### src/hdl/csma_random_backoff_controller_defines.svh
`ifndef CSMA_RANDOM_BACKOFF_CONTROLLER_DEFINES_SVH
`define CSMA_RANDOM_BACKOFF_CONTROLLER_DEFINES_SVH

// ante implies cons in the same cycle
`define CRBC_ASSERT_IMP(lbl, ante, cons, msg) \
	lbl: assert property (@(posedge clk) disable iff (!arst_n) (ante) |-> (cons)) \
		else $error(msg);

// ante implies cons in the next cycle
`define CRBC_ASSERT_NXT(lbl, ante, cons, msg) \
	lbl: assert property (@(posedge clk) disable iff (!arst_n) (ante) |=> (cons)) \
		else $error(msg);

`endif

### src/hdl/crbc_pkg.sv
package crbc_pkg;

	localparam int WORD_W    = 16;
	localparam int DATA_W    = 32;
	localparam int ADDR_W    = 4;
	localparam int REG_IDX_W = ADDR_W - 2;

	localparam logic [REG_IDX_W-1:0] REG_INIT_WIN = 2'd0;
	localparam logic [REG_IDX_W-1:0] REG_CONG_WIN = 2'd1;
	localparam logic [REG_IDX_W-1:0] REG_MIN_BO   = 2'd2;

	localparam logic [WORD_W-1:0] INIT_WIN_RST = 16'd1024;
	localparam logic [WORD_W-1:0] CONG_WIN_RST = 16'd256;
	localparam logic [WORD_W-1:0] MIN_BO_RST   = 16'd32;
	localparam logic [WORD_W-1:0] RAND_STEP    = 16'd273;

	localparam logic [2:0] OP_SEND  = 3'd0;
	localparam logic [2:0] OP_ALARM = 3'd1;
	localparam logic [2:0] OP_DONE  = 3'd2;
	localparam logic [2:0] OP_FRAME = 3'd3;
	localparam logic [2:0] OP_READY = 3'd4;
	localparam logic [2:0] OP_SEED  = 3'd5;

	localparam logic [1:0] RES_OK   = 2'd0;
	localparam logic [1:0] RES_BUSY = 2'd1;

	typedef enum logic [1:0] {
		PH_READY,
		PH_FIRST,
		PH_SECOND,
		PH_SENDING
	} phase_t;

	typedef struct packed {
		logic [2:0]        op;
		logic              alarm_free;
		logic [WORD_W-1:0] now_time;
		logic [WORD_W-1:0] barrier_time;
		logic [1:0]        lower_result;
		logic [1:0]        finish_code;
		logic [WORD_W-1:0] seed_value;
	} in_word_t;

	typedef struct packed {
		logic              send_status;
		logic              alarm_start;
		logic [WORD_W-1:0] alarm_delay;
		logic              lower_try;
		logic              done_report;
		logic [1:0]        done_code;
		logic              ready_signal;
	} out_word_t;

	typedef struct packed {
		logic cap;
		logic div_start;
		logic commit;
	} cmd_t;

	typedef struct packed {
		logic need_draw;
		logic div_busy;
		logic div_done;
		logic out_free;
	} sts_t;

endpackage

### src/hdl/crbc_if.sv
interface crbc_in_if;
	import crbc_pkg::*;

	logic     valid;
	logic     ready;
	in_word_t data;

	modport source (output valid, output data, input ready);
	modport sink (input valid, input data, output ready);
endinterface

interface crbc_out_if;
	import crbc_pkg::*;

	logic      valid;
	logic      ready;
	out_word_t data;

	modport source (output valid, output data, input ready);
	modport sink (input valid, input data, output ready);
endinterface

### src/hdl/csma_random_backoff_controller.sv
// After accept a word steps through S_EVAL and S_PUT to the output register; an event
// with a backoff draw also waits in S_DIV for the bit-serial modulus of the 16-bit
// random word by the backoff window. One word in flight; the next word is taken the
// cycle after its result enters the output register.
// Reset (arst_n low, asynchronous): phase ready, barrier clear, random word 0,
// windows and minimum backoff at their defaults, output register empty.
module csma_random_backoff_controller #(
	parameter int TIME_WIDTH = 16
) (
	input  logic                        clk,
	input  logic                        arst_n,
	crbc_in_if.sink                     in_ch,
	crbc_out_if.source                  out_ch,
	input  logic                        psel,
	input  logic                        penable,
	input  logic                        pwrite,
	input  logic [crbc_pkg::ADDR_W-1:0] paddr,
	input  logic [crbc_pkg::DATA_W-1:0] pwdata,
	output logic [crbc_pkg::DATA_W-1:0] prdata,
	output logic                        pready
);
	import crbc_pkg::*;

	cmd_t cmd;
	sts_t sts;

	assign pready = 1'b1;

	crbc_ctrl u_ctrl (
		.clk      (clk),
		.arst_n   (arst_n),
		.in_valid (in_ch.valid),
		.in_ready (in_ch.ready),
		.sts      (sts),
		.cmd      (cmd)
	);

	crbc_dp #(
		.TIME_WIDTH (TIME_WIDTH)
	) u_dp (
		.clk       (clk),
		.arst_n    (arst_n),
		.in_data   (in_ch.data),
		.cmd       (cmd),
		.sts       (sts),
		.out_valid (out_ch.valid),
		.out_ready (out_ch.ready),
		.out_data  (out_ch.data),
		.psel      (psel),
		.penable   (penable),
		.pwrite    (pwrite),
		.paddr     (paddr),
		.pwdata    (pwdata),
		.prdata    (prdata)
	);

endmodule

### src/hdl/crbc_mod.sv
module crbc_mod (
	input  logic                        clk,
	input  logic                        arst_n,
	input  logic                        start,
	input  logic [crbc_pkg::WORD_W-1:0] num,
	input  logic [crbc_pkg::WORD_W-1:0] den,
	output logic                        busy,
	output logic                        done,
	output logic [crbc_pkg::WORD_W-1:0] rem
);
	import crbc_pkg::*;

	localparam int CNT_W = $clog2(WORD_W + 1);

	logic [CNT_W-1:0]  cnt_q;
	logic              done_q;
	logic [WORD_W-1:0] rem_q;
	logic [WORD_W-1:0] num_q;
	logic [WORD_W-1:0] den_q;
	logic [WORD_W:0]   trial;
	logic [WORD_W:0]   sub;
	logic              ge;

	assign trial = {rem_q, num_q[WORD_W-1]};
	assign ge    = trial >= {1'b0, den_q};
	assign sub   = trial - {1'b0, den_q};

	always_ff @(posedge clk or negedge arst_n) begin
		if (!arst_n) begin
			cnt_q  <= '0;
			done_q <= 1'b0;
		end else begin
			done_q <= (cnt_q == CNT_W'(1));
			if (start) begin
				cnt_q <= CNT_W'(WORD_W);
			end else if (cnt_q != '0) begin
				cnt_q <= cnt_q - CNT_W'(1);
			end
		end
	end

	// one quotient bit per cycle, restoring
	always_ff @(posedge clk) begin
		if (start) begin
			rem_q <= '0;
			num_q <= num;
			den_q <= den;
		end else if (cnt_q != '0) begin
			rem_q <= ge ? sub[WORD_W-1:0] : trial[WORD_W-1:0];
			num_q <= {num_q[WORD_W-2:0], 1'b0};
		end
	end

	assign busy = cnt_q != '0;
	assign done = done_q;
	assign rem  = rem_q;

endmodule

### src/hdl/crbc_dp.sv
module crbc_dp #(
	parameter int TIME_WIDTH = 16
) (
	input  logic                        clk,
	input  logic                        arst_n,
	input  crbc_pkg::in_word_t          in_data,
	input  crbc_pkg::cmd_t              cmd,
	output crbc_pkg::sts_t              sts,
	output logic                        out_valid,
	input  logic                        out_ready,
	output crbc_pkg::out_word_t         out_data,
	input  logic                        psel,
	input  logic                        penable,
	input  logic                        pwrite,
	input  logic [crbc_pkg::ADDR_W-1:0] paddr,
	input  logic [crbc_pkg::DATA_W-1:0] pwdata,
	output logic [crbc_pkg::DATA_W-1:0] prdata
);
	import crbc_pkg::*;

	localparam int EXT_W = (TIME_WIDTH > WORD_W) ? TIME_WIDTH : WORD_W;

	in_word_t          item_q;
	out_word_t         out_q;
	logic              out_valid_q;
	phase_t            phase_q;
	logic              flag_q;
	logic [WORD_W-1:0] bar_q;
	logic [WORD_W-1:0] rand_q;
	logic [WORD_W-1:0] init_win_q;
	logic [WORD_W-1:0] cong_win_q;
	logic [WORD_W-1:0] min_q;

	logic [REG_IDX_W-1:0]  reg_idx;
	logic                  cfg_wr;
	logic [WORD_W-1:0]     diff_src;
	logic [EXT_W-1:0]      ext_diff;
	logic [TIME_WIDTH-1:0] tdiff;
	logic [EXT_W-1:0]      tdiff_ext;
	logic [WORD_W-1:0]     tdelay;
	logic                  ahead;
	logic                  idle;
	logic                  blocked;
	logic [1:0]            err;

	phase_t            nxt_phase;
	logic              nxt_flag;
	logic [WORD_W-1:0] nxt_bar;
	logic [WORD_W-1:0] nxt_rand;
	out_word_t         plan;
	out_word_t         res_word;
	logic              draw;
	logic              use_cong;

	logic [WORD_W-1:0] window;
	logic              div_busy;
	logic              div_done;
	logic [WORD_W-1:0] div_rem;
	logic [WORD_W-1:0] rem_eff;
	logic [WORD_W-1:0] draw_delay;

	assign reg_idx = paddr[ADDR_W-1:2];
	assign cfg_wr  = psel && penable && pwrite;

	always_ff @(posedge clk or negedge arst_n) begin
		if (!arst_n) begin
			init_win_q <= INIT_WIN_RST;
			cong_win_q <= CONG_WIN_RST;
			min_q      <= MIN_BO_RST;
		end else if (cfg_wr) begin
			unique case (reg_idx)
				REG_INIT_WIN: init_win_q <= pwdata[WORD_W-1:0];
				REG_CONG_WIN: cong_win_q <= pwdata[WORD_W-1:0];
				REG_MIN_BO:   min_q      <= pwdata[WORD_W-1:0];
				default: ;
			endcase
		end
	end

	always_comb begin
		unique case (reg_idx)
			REG_INIT_WIN: prdata = DATA_W'(init_win_q);
			REG_CONG_WIN: prdata = DATA_W'(cong_win_q);
			REG_MIN_BO:   prdata = DATA_W'(min_q);
			default:      prdata = '0;
		endcase
	end

	// barrier distance, modulo the radio time width
	assign diff_src  = (item_q.op == OP_FRAME) ? item_q.barrier_time : bar_q;
	assign ext_diff  = EXT_W'(diff_src) - EXT_W'(item_q.now_time);
	assign tdiff     = ext_diff[TIME_WIDTH-1:0];
	assign tdiff_ext = EXT_W'(tdiff);
	assign tdelay    = tdiff_ext[WORD_W-1:0];
	assign ahead     = (tdiff != '0) && !tdiff[TIME_WIDTH-1];

	assign idle    = (phase_q == PH_READY) && !flag_q;
	assign blocked = flag_q && ahead;

	always_comb begin
		nxt_phase = phase_q;
		nxt_flag  = flag_q;
		nxt_bar   = bar_q;
		nxt_rand  = rand_q;
		plan      = '0;
		draw      = 1'b0;
		use_cong  = 1'b0;
		err       = RES_OK;
		case (item_q.op)
			OP_SEND: begin
				if (!idle || !item_q.alarm_free) begin
					plan.send_status = 1'b1;
				end else begin
					nxt_phase        = PH_FIRST;
					plan.alarm_start = 1'b1;
					draw             = 1'b1;
				end
			end
			OP_ALARM: begin
				if (idle) begin
				end else if (phase_q == PH_READY) begin
					nxt_flag          = 1'b0;
					plan.ready_signal = 1'b1;
				end else begin
					if (blocked) begin
						err = RES_BUSY;
					end else begin
						plan.lower_try = 1'b1;
						err            = item_q.lower_result;
					end
					if (err == RES_OK) begin
						nxt_phase = PH_SENDING;
						nxt_flag  = 1'b0;
					end else if (phase_q == PH_FIRST) begin
						nxt_phase        = PH_SECOND;
						plan.alarm_start = 1'b1;
						draw             = 1'b1;
						use_cong         = 1'b1;
					end else begin
						nxt_phase = PH_READY;
						if (blocked) begin
							nxt_flag         = 1'b1;
							plan.alarm_start = 1'b1;
							plan.alarm_delay = tdelay;
						end else begin
							nxt_flag = 1'b0;
						end
						plan.done_report = 1'b1;
						plan.done_code   = err;
					end
				end
			end
			OP_DONE: begin
				nxt_phase        = PH_READY;
				nxt_flag         = 1'b0;
				plan.done_report = 1'b1;
				plan.done_code   = item_q.finish_code;
			end
			OP_FRAME: begin
				nxt_bar = item_q.barrier_time;
				if (ahead) begin
					if (!idle) begin
						nxt_flag = 1'b1;
					end else if (item_q.alarm_free) begin
						nxt_flag         = 1'b1;
						plan.alarm_start = 1'b1;
						plan.alarm_delay = tdelay;
					end
				end
			end
			OP_READY: begin
				plan.ready_signal = idle && item_q.alarm_free;
			end
			OP_SEED: begin
				nxt_rand = item_q.seed_value;
			end
			default: ;
		endcase
	end

	assign window = use_cong ? cong_win_q : init_win_q;

	crbc_mod u_mod (
		.clk    (clk),
		.arst_n (arst_n),
		.start  (cmd.div_start),
		.num    (rand_q),
		.den    (window),
		.busy   (div_busy),
		.done   (div_done),
		.rem    (div_rem)
	);

	assign rem_eff    = (window == '0) ? '0 : div_rem;
	assign draw_delay = rem_eff + min_q;

	always_comb begin
		res_word = plan;
		if (draw) begin
			res_word.alarm_delay = draw_delay;
		end
	end

	always_ff @(posedge clk or negedge arst_n) begin
		if (!arst_n) begin
			phase_q     <= PH_READY;
			flag_q      <= 1'b0;
			bar_q       <= '0;
			rand_q      <= '0;
			out_valid_q <= 1'b0;
		end else begin
			if (cmd.commit) begin
				phase_q     <= nxt_phase;
				flag_q      <= nxt_flag;
				bar_q       <= nxt_bar;
				rand_q      <= draw ? rand_q + RAND_STEP : nxt_rand;
				out_valid_q <= 1'b1;
			end else if (out_ready) begin
				out_valid_q <= 1'b0;
			end
		end
	end

	always_ff @(posedge clk) begin
		if (cmd.cap) begin
			item_q <= in_data;
		end
		if (cmd.commit) begin
			out_q <= res_word;
		end
	end

	assign sts.need_draw = draw;
	assign sts.div_busy  = div_busy;
	assign sts.div_done  = div_done;
	assign sts.out_free  = !out_valid_q || out_ready;

	assign out_valid = out_valid_q;
	assign out_data  = out_q;

endmodule

### src/hdl/crbc_ctrl.sv
`include "csma_random_backoff_controller_defines.svh"

module crbc_ctrl (
	input  logic           clk,
	input  logic           arst_n,
	input  logic           in_valid,
	output logic           in_ready,
	input  crbc_pkg::sts_t sts,
	output crbc_pkg::cmd_t cmd
);
	import crbc_pkg::*;

	typedef enum logic [1:0] {
		S_IDLE,
		S_EVAL,
		S_DIV,
		S_PUT
	} state_t;

	state_t state_q;
	logic   in_ready_q;

	assign cmd.cap       = in_valid && in_ready_q;
	assign cmd.div_start = (state_q == S_EVAL) && sts.need_draw;
	assign cmd.commit    = (state_q == S_PUT) && sts.out_free;
	assign in_ready      = in_ready_q;

	always_ff @(posedge clk or negedge arst_n) begin
		if (!arst_n) begin
			state_q    <= S_IDLE;
			in_ready_q <= 1'b1;
		end else begin
			unique case (state_q)
				S_IDLE: begin
					if (cmd.cap) begin
						state_q    <= S_EVAL;
						in_ready_q <= 1'b0;
					end
				end
				S_EVAL: begin
					state_q <= sts.need_draw ? S_DIV : S_PUT;
				end
				S_DIV: begin
					if (sts.div_done) begin
						state_q <= S_PUT;
					end
				end
				S_PUT: begin
					if (sts.out_free) begin
						state_q    <= S_IDLE;
						in_ready_q <= 1'b1;
					end
				end
				default: begin
					state_q    <= S_IDLE;
					in_ready_q <= 1'b1;
				end
			endcase
		end
	end

	`CRBC_ASSERT_NXT(a_cap_drops_ready, cmd.cap, !in_ready_q, "ready stayed high after accept")
	`CRBC_ASSERT_NXT(a_div_no_commit, cmd.div_start, !cmd.commit, "commit before modulus done")
	`CRBC_ASSERT_IMP(a_ready_div_idle, in_ready_q, !sts.div_busy, "ready while modulus runs")
	`CRBC_ASSERT_IMP(a_done_in_div, sts.div_done, state_q == S_DIV, "modulus done outside wait")

endmodule

### src/flat_wrapper.sv
// flat-port wrapper written by rule: the top's interface ports become plain ports
module csma_random_backoff_controller_flat import crbc_pkg::*;
#(
	parameter int TIME_WIDTH = 16
)
  (clk, arst_n, psel, penable, pwrite, paddr, pwdata, prdata, pready, in_ch_valid, in_ch_data, in_ch_ready, out_ch_valid, out_ch_data, out_ch_ready);
  crbc_in_if in_ch_i ();
  crbc_out_if out_ch_i ();
  input  logic clk;
  input  logic arst_n;
  input  logic psel;
  input  logic penable;
  input  logic pwrite;
  input  logic [crbc_pkg::ADDR_W-1:0] paddr;
  input  logic [crbc_pkg::DATA_W-1:0] pwdata;
  output logic [crbc_pkg::DATA_W-1:0] prdata;
  output logic pready;
  input wire logic [$bits(in_ch_i.valid)-1:0] in_ch_valid;
  input wire logic [$bits(in_ch_i.data)-1:0] in_ch_data;
  output wire logic [$bits(in_ch_i.ready)-1:0] in_ch_ready;
  output wire logic [$bits(out_ch_i.valid)-1:0] out_ch_valid;
  output wire logic [$bits(out_ch_i.data)-1:0] out_ch_data;
  input wire logic [$bits(out_ch_i.ready)-1:0] out_ch_ready;
  assign in_ch_i.valid = in_ch_valid;
  assign in_ch_i.data = in_ch_data;
  assign in_ch_ready = in_ch_i.ready;
  assign out_ch_valid = out_ch_i.valid;
  assign out_ch_data = out_ch_i.data;
  assign out_ch_i.ready = out_ch_ready;
  csma_random_backoff_controller #(.TIME_WIDTH(TIME_WIDTH)) u_core (.clk(clk), .arst_n(arst_n), .in_ch(in_ch_i), .out_ch(out_ch_i), .psel(psel), .penable(penable), .pwrite(pwrite), .paddr(paddr), .pwdata(pwdata), .prdata(prdata), .pready(pready));
endmodule
### config.mk
export PLATFORM = sky130hd
export DESIGN_NAME = csma_random_backoff_controller_flat
export DESIGN_NICKNAME = d
export VERILOG_FILES = /design/src/hdl/crbc_pkg.sv /design/src/hdl/crbc_if.sv /design/src/hdl/csma_random_backoff_controller.sv /design/src/hdl/crbc_mod.sv /design/src/hdl/crbc_dp.sv /design/src/hdl/crbc_ctrl.sv /design/src/flat_wrapper.sv
export VERILOG_INCLUDE_DIRS = /design/src /design/src/hdl
export SDC_FILE = /design/constraint.sdc
export NUM_CORES = 1
export LEC_CHECK = 0
export ABC_AREA = 1
export ABC_CLOCK_PERIOD_IN_PS = 7070
export BUFFER_PORTS_ARGS = -buffer_cell sky130_fd_sc_hd__buf_2
export CAP_MARGIN = 0
export CORE_UTILIZATION = 55
export CTS_CLUSTER_SIZE = 25
export DETAILED_ROUTE_END_ITERATION = 6
export PLACE_DENSITY = 0.76
export SYNTH_ARGS = -nofsm -noshare
export SYNTH_HDL_FRONTEND = slang
export SYNTH_HIERARCHICAL = 1
export SYNTH_SLANG_ARGS = --single-unit
### constraint.sdc
create_clock -name clk -period 7.07 [get_ports clk]
set_clock_uncertainty 0.15 [all_clocks]
set_input_delay 1.414 -clock clk [delete_from_list [all_inputs] [get_ports clk]]
set_output_delay 1.414 -clock clk [all_outputs]
set_load 0.05 [all_outputs]
# Yosys cells after proc, flatten, opt, wreduce, memory -nomap -nowiden
# Index checks and enable logic that the tools add are counted.
# Widths: inputs -> output; s select.
# classes
addsub	5
eq_ne	21
n_mul	0
reduce_logical	39
bitwise	1
n_mux	66
n_shift	0
div	0
order_cmp	1
# op_table
cell	count
$mux 16	10
$mux 17	5
$pmux 16 s3	1
$pmux 16 s2	1
$sub 16x16->16	2
$mux 2	12
$mux 1	23
$mux 22	1
$mux 21	1
$ge 17x16->1	1
$add 16x16->16	1
$add 16x9->16 const B	1
$logic_not 16->1	1
$reduce_bool 16->1	1
$ne 2x2->1 const B	6
$mux 5	2
$logic_and 1x1->1	9
$logic_not 2->1	4
$pmux 2 s4	1
$reduce_and 2->1	4
$reduce_bool 2->1	4
$eq 2x1->1 const B	3
$eq 2x2->1 const B	3
$eq 3x2->1 const B	2
other kinds (22)	34
# word_totals
memories	0
latch_bits	0
rom_bits	0
mem_bits_rw	0
register_bits	220
inputBits	99
elab_cells	162
out_inout_bits	58

# Depth between registers and ports, before layout
# Gate-level depths: netlist of run 1.
# logic_depth
depth_word	20
ltp_mapped	49
mapped_depth_nobuf	45

# Cells and area by module
# The synthesis of run 1 kept the hierarchy.
# by_module_without_submodules
module	instances	area_per_inst_um2	seq_area_each_um2	cells_each
crbc_dp	1	8981.1	4478.0	1068
crbc_mod	1	3457.1	1431.4	432
crbc_ctrl	1	306.5	76.3	42
csma_random_backoff_controller	1	11.3	0.0	2

# Least setup slack after synthesis of run 1
# OpenSTA, ideal clock, no wires.
# synth_timing
path_kind	reg-to-reg
startpoint	register u_core/u_dp/item_q[55] (netlist name)
endpoint	register u_core.u_dp.out_q, in the netlist u_core/u_dp/out_data[20], data pin
n_path_buf	4
path_slack_ns	1.282
setup_time_ns	0.255
synth_period_minus_slack_ns	5.788
path_stages_with_launch	45
required_ns	6.665
arrival_ns	5.384
path_cell_list	edfxtp_1 > inv_2 > nand3_4 > inv_1 > clkbuf_1 > clkbuf_1 > nand2_1 > o21ai_0 > ha_1 > nand2_1 > nand2_1 > inv_1 > nand2_1 > nand3_1 > nand3_1 > a21oi_1 > xnor2_2 > nand3_2 > (+9 left out) > inv_4 > buf_12 > nor2_2 > ha_1 > nand2_1 > nor3_1 > nand2_1 > o211ai_1 > a21oi_1 > inv_1 > a21oi_1 > o21ai_0 > nand3_1 > o21ai_0 > xor2_1 > inv_1 > a21oi_1 > nor2_1
# synth_rtl
item	line	source
from (decl)	crbc_dp.sv:23	in_word_t item_q;
from (signal assigned)	crbc_dp.sv:226	item_q <= in_data;
to (signal assigned)	crbc_dp.sv:229	out_q <= res_word;
to (decl)	crbc_dp.sv:24	out_word_t out_q;

==> key figures, run 1 <==
Run status
  – Outcome: completed

Finish
  – Post-Layout Cell Count: 1,979
  – Syn-to-layout area delta: 13.3%
  – Fill cell count: 1,915
  – Layout cells sized above 1: 16.6%
  – Final Core Density: 63.6%
  – # nets final: 1,831

Global route
  – Initial antenna violation count: 2
  – Largest net degree at the start of global routing: 71
  – Global route total overflow: 0
  – Gr usage total: 26.3%
  – Global-route wire length before repair: 49,800 um
  – Vias in the first global route: 10,311

Die
  – Io pins: 157
  – Die Ht: 154 um
  – Core area: 22,700 um^2
  – Total die area: 23,800 um^2
  – # rows: 55
  – Initial Utilization: 56.1%
  – Die W: 154 um

CTS
  – CTS sink count: 220
  – TritonCTS clock tree: yes
  – Cts bufs inserted: 25
  – # H-tree levels: 1
  – Post-CTS Hold Buffers: 0
  – Root Driver: clkbuf_16
  – Clock Pin Slew Worst Setup and Hold Paths: 60 ps
  – Clock Path Buffers: 3
  – Clk Latency, worst-skew pair: 530 ps

Synth
  – Cells after Synth: 1,543
  – Synth warnings: 6
  – Post-Syn Area: 12,700 um^2
  – Syn avg cell area: 8.26 um^2

STA
  – Relative slew slack: 21.3%
  – Minimum clock period: 6600 ps
  – Fin. max-slew vios: 0
  – Endpoints failing setup: 0
  – Post-route clock period utilization: 93.3%
  – FMAX: 0.152 GHz
  – RSZ-0062 raised after global routing: false
  – Final number of hold-violating endpoints: 0
  – Worst Max-Slew Pin Slew: 1180 ps
  – TNS Setup: 0 ps

Power
  – P per Cell Area: 216 nW/um^2
  – Peak VDD IR: 205 uV
  – LEAKAGE: 7.22 nW

Min path
  – HP Class: reg2reg
  – Hold_sp: u_core/u_dp/u_mod/cnt_q[4]

Routing
  – Routed Antenna Nets: 0
  – Average wire per standard cell: 15.4 um
  – Drt initial violations: 709
  – DRC Markers: 0
  – Routed Wire Length: 30,500 um
  – Via count: 10,632
  – Via density: 5.37
  – Pre-antenna DRT Iters: 7

Worst setup path
  – Critical Path Start: u_core/u_dp/item_q[55]
  – WP data arrival: 6720 ps
  – Crit-path max FO: 18
  – Reg2reg start: u_core/u_dp/item_q[55]
  – Classification of the worst setup path: reg2reg
  – Slowest CP cell: edfxtp_1
  – Setup crit end kind: flip-flop
  – Critical Path RT: 7190 ps
  – Most frequent CP cell: nand2_1
  – Startpoint Class: flip-flop
  – Critical path's largest stage delay: 420 ps

Job
  – # Max-Cap Violations: 0

Place
  – Placed insts: 1,930
  – Detailed placement HPWL: 22,400 um
  – IO buf count: 121
  – Gpl congestion: 0.911
-- metal layers --
metal | up-vias | GRT usage, % | wire length (um)
li1 | 5217 | - | -
met2 | 344 | 44.8 | 14400
met5 | - | 0 | 0
met3 | 56 | 3.81 | 1820
met4 | 0 | 10.0 | 880
met1 | 5015 | 34.1 | 13400
-- registers in the layout, indices dropped and copies added, names as in the netlist --
signal                   count
u_core/u_dp/init_win_q      16
u_core/u_dp/item_q          56
u_core/u_ctrl/in_ready       1
u_core/u_dp/out_valid        1
u_core/u_dp/u_mod/den_q     16
u_core/u_dp/out_data        23
u_core/u_dp/phase_q          2
u_core/u_dp/bar_q           16
u_core/u_dp/flag_q           1
u_core/u_dp/u_mod/rem       16
u_core/u_dp/u_mod/cnt_q      5
u_core/u_dp/min_q           16
u_core/u_dp/cong_win_q      16
u_core/u_dp/rand_q          16
u_core/u_dp/u_mod/done       1
u_core/u_ctrl/state_q        2
u_core/u_dp/u_mod/num_q     16
-- cell usage in the layout, fill, tap and decap left out, types with 3 or more instances in the layout --
cell type / count
nor2_1: 73
clkbuf_8: 6
dfstp_2: 4
xor2_1: 20
conb_1: 17
and2_1: 4
dfrtp_1: 89
a21oi_1: 38
nor2_2: 13
o211ai_1: 14
o22ai_1: 6
nand2_2: 25
fa_1: 3
clkbuf_1: 6
clkbuf_16: 27
dfxtp_1: 16
inv_2: 8
buf_2: 120
nand3_1: 85
buf_4: 25
o31ai_1: 3
edfxtp_1: 111
ha_1: 55
o21ai_0: 103
clkinv_2: 4
nand2_1: 465
o21ai_1: 13
nand3b_1: 12
nor3_1: 10
o21ai_2: 6
nand4_1: 10
a31oi_1: 7
xnor2_1: 13
or2_2: 4
nand3_2: 21
inv_1: 221
-- where the power goes --
part           internal (mW)  switching, mW  leakage [nW]
sequential              1.41         0.0526          2.24
combinational          0.137          0.259          4.58
clock                  0.758          0.506         0.405
total                   2.30          0.817          7.22
-- per-stage QoR --
step	power [mW]	cell area [um^2]	hold WS (ps)	setup WS (ps)
2_1_floorplan	1.74	12800	284	1280
3_3_place_gp	1.86	13600	309	574
3_5_place_dp	1.87	13600	308	473
4_1_cts	3.14	14400	325	462
5_1_grt	3.23	14400	347	32.8
6_report	3.12	14400	328	470
-- path summary, 6_finish.rpt --
path	depth (start not counted)	slack [ps]	to
min in group asynchronous	1	650	u_core/u_dp/rand_q[8]
max in group asynchronous	2	4890	u_core/u_dp/u_mod/cnt_q[1]
hold reg to reg	1	330	u_core/u_dp/u_mod/done
setup reg to reg	44	470	u_core/u_dp/out_data[19]
setup / recovery	44	470	u_core/u_dp/out_data[19]
hold / removal	1	330	u_core/u_dp/u_mod/done
-- cell type report --
| type | instances | area, um^2 | area share (%) |
|---|---|---|---|
| clock buffer | 39 | 781 | 5.40 |
| sequential | 220 | 5990 | 41.4 |
| tap | 285 | 357 | 2.47 |
| timing repair buffer | 146 | 800 | 5.53 |
| antenna | 2 | 5.00 | 0.0346 |
| inverter | 231 | 870 | 6.02 |
| clock inverter | 7 | 40.0 | 0.277 |
| multi-input combinational | 1049 | 5610 | 38.8 |
-- worst max-delay path: cells and delay by family, from the launching register on --
kind / cells / cell delay (ps)
xor gates and xnor gates: 1 / 170
AOI/OAI and AO/OA: 8 / 1420
buffers and inverters: 9 / 1040
DFF: 1 / 420
and+or+nand+nor: 23 / 2430
adders and majority gates: 3 / 720
-- repair_timing --
item / in CTS / in global routing
setup buffers: 0 / 1
setup endpoints to repair: 0 / 2
gates resized for setup: 0 / 11
(Power assumes the default switching activity.)
==> run 2, diff against run 1 <==
--- a/config.mk
+++ b/config.mk
@@ -6,7 +6,7 @@
 export SDC_FILE = /design/constraint.sdc
 export NUM_CORES = 1
 export LEC_CHECK = 0
-export ABC_AREA = 1
+export ABC_AREA = 0
 export ABC_CLOCK_PERIOD_IN_PS = 7070
 export BUFFER_PORTS_ARGS = -buffer_cell sky130_fd_sc_hd__buf_2
 export CAP_MARGIN = 0
==> key figures, run 2 <==
Worst setup path
  – Crit-path max FO: 16 (-2)
  – Startpoint Class: flip-flop
  – Critical Path RT: 7320 ps (+130 ps)
  – WP data arrival: 7020 ps (+300 ps)
  – Classification of the worst setup path: reg2reg
  – Setup crit end kind: flip-flop

CTS
  – Clock Pin Slew Worst Setup and Hold Paths: 60 ps (about the same)
  – # H-tree levels: 1 (unchanged)
  – Clk Latency, worst-skew pair: 530 ps (about the same)
  – TritonCTS clock tree: yes
  – Clock Path Buffers: 3 (unchanged)
  – Cts bufs inserted: 24 (-4.0%)
  – CTS sink count: 220 (unchanged)
  – Root Driver: clkbuf_16

Global route
  – Initial antenna violation count: 0 (-2)
  – Global-route wire length before repair: 48,900 um (-1.8%)
  – Largest net degree at the start of global routing: 68 (-4.2%)
  – Gr usage total: 25.9% (-0.45 points)
  – Vias in the first global route: 9,507 (-7.8%)
  – Global route total overflow: 0 (unchanged)

STA
  – Endpoints failing setup: 0 (unchanged)
  – Fin. max-slew vios: 0 (unchanged)
  – TNS Setup: 0 ps (unchanged)
  – FMAX: 0.148 GHz (-2.5%)
  – Final number of hold-violating endpoints: 0 (unchanged)
  – Post-route clock period utilization: 95.7% (+2.4 points)
  – Minimum clock period: 6770 ps (+167 ps)
  – Final WS setup: 304 ps (-167 ps)
  – Relative slew slack: 20.2% (-1.1 points)
  – Worst Max-Slew Pin Slew: 1190 ps (+13.5 ps)
  – Hold WS: 341 ps (+12.5 ps)

Synth
  – Post-Syn Area: 12,700 um^2 (-0.60%)
  – Syn avg cell area: 10.3 um^2 (+24%)
  – Synth warnings: 6 (unchanged)
  – Cells after Synth: 1,236 (-20%)

Power
  – Switching Share: 42.9% (+17 points)
  – Peak VDD IR: 227 uV (+11%)
  – Internal Pwr Total: 3.64 mW (+58%)
  – Tot Pwr: 6.37 mW (+100%)
  – Seq pwr share: 33.6% (-13 points)
  – LEAKAGE: 6.10 nW (-16%)
  – Sw power: 2.74 mW (+240%)
  – Logic pwr share: 48.5% (+36 points)
  – Power share of the clock group: 17.9% (-23 points)
  – P per Cell Area: 448 nW/um^2 (+110%)

Finish
  – Final Core Density: 62.8% (-0.84 points)
  – Most frequent cells in the layout: nand2_1, buf_2, edfxtp_1, nor2_1, dfrtp_1
  – Syn-to-layout area delta: 12.1%
  – Fill cell count: 1,830 (-4.4%)
  – Post-Layout Cell Count: 1,653 (-16%)
  – FF+latch area: 5990 um^2 (unchanged)
  – Final instance area: 14,200 um^2 (-1.6%)
  – Number of flip-flops under the largest register name: 56 (unchanged)
  – Top reg by flops: u_core/u_dp/item_q
  – Most common cell after layout, fill and taps aside: nand2_1
  – Layout cells sized above 1: 21.1% (+4.4 points)
  – Diodes inserted: 0 (-2)
  – Multi-input gate area: 6170 um^2 (+10%)
  – # nets final: 1,508 (-18%)

Die
  – Io pins: 157 (unchanged)
  – Initial Utilization: 56.0% (-0.17 points)
  – Die Ht: 154 um (-0.29%)
  – # rows: 55 (unchanged)
  – Core area: 22,600 um^2 (-0.30%)
  – Total die area: 23,700 um^2 (-0.59%)
  – Die W: 154 um (-0.29%)

Min path
  – HP Class: reg2reg

Job
  – # Max-Cap Violations: 0 (unchanged)

Routing
  – Drt initial violations: 736 (+3.8%)
  – Via density: 5.97 (+11%)
  – DRC Markers: 0 (unchanged)
  – Pre-antenna DRT Iters: 5 (-2)
  – Routed Wire Length: 30,500 um (about the same)
  – Routed Antenna Nets: 0 (unchanged)
  – Average wire per standard cell: 18.4 um (+20%)
  – Via count: 9,865 (-7.2%)

Place
  – DP Worst Slack: 341 ps (-132 ps)
  – Gpl congestion: 0.934 (+2.5%)
  – Detailed placement HPWL: 21,800 um (-2.6%)
  – Area after DPL: 13,500 um^2 (-0.85%)
  – IO buf count: 121 (unchanged)
  – Placed insts: 1,607 (-17%)

Run status
  – Outcome: completed
run 2: layout make-up:
cell class,instances,area share (%)
Inverter,67,1.80
Clock buffer,33,4.53
Timing Repair Buffer,137,5.12
Tap cell,285,2.51
Timing Repair inverter,1,0.0528
Sequential cell,220,42.1
Clock inverter,11,0.475
Multi-Input combinational cell,899,43.4
run 2: timing repair:
item	CTS	global route
hold buffers	0	0
setup buffers	0	1
setup endpoints to repair	0	2
resized for setup	0	6
run 2: power by group through the flow:
stage	logic (mW)	registers (mW)	clock network, mW
2_1_floorplan	2.24	2.22	0
3_3_place_gp	2.94	2.14	0
3_5_place_dp	3.01	2.16	0
4_1_cts	3.04	2.14	1.17
5_1_grt	3.38	2.18	1.22
6_report	3.09	2.14	1.14
run 2: worst max-delay path, stage by stage (launching register included):
cell,delay (ps)
edfxtp_1,380
nor2b_1,190
nand2_2,220
mux2i_1,200
ha_1,240
fa_1,430
nand2b_1,200
a21oi_1,260
o31a_1,200
a21oi_1,70
or4b_1,560
nor4_4,290
a21bo_2,240
nand2_2,70
mux2_2,380
and2_1,200
ha_1,210
or3_1,350
a311oi_1,340
o31a_1,230
a21oi_1,110
a31oi_1,260
o21ai_1,230
inv_1,90
nand2_1,50
a2111o_1,410
nand3_1,70
run 2: metal layers:
metal  global-route usage (%)  vias up  wire [um]
met5                        0        -          0
met4                     7.62        0        767
met3                     2.90       58       1610
met2                     43.9      323      14600
met1                     35.0     4789      13500
li1                         -     4695          -
run 2: final timing paths:
kind,to,cells after the start,from,slack (ps)
setup / recovery,u_core/u_dp/out_data[20],26,u_core/u_dp/item_q[55],300
hold / removal,u_core/u_dp/u_mod/cnt_q[4],1,u_core/u_dp/u_mod/cnt_q[4],340
setup reg to reg,u_core/u_dp/out_data[20],26,u_core/u_dp/item_q[55],300
hold reg to reg,u_core/u_dp/u_mod/cnt_q[4],1,u_core/u_dp/u_mod/cnt_q[4],340
max in group asynchronous,u_core/u_dp/rand_q[7],2,arst_n,4880
min in group asynchronous,u_core/u_dp/min_q[12],1,arst_n,660
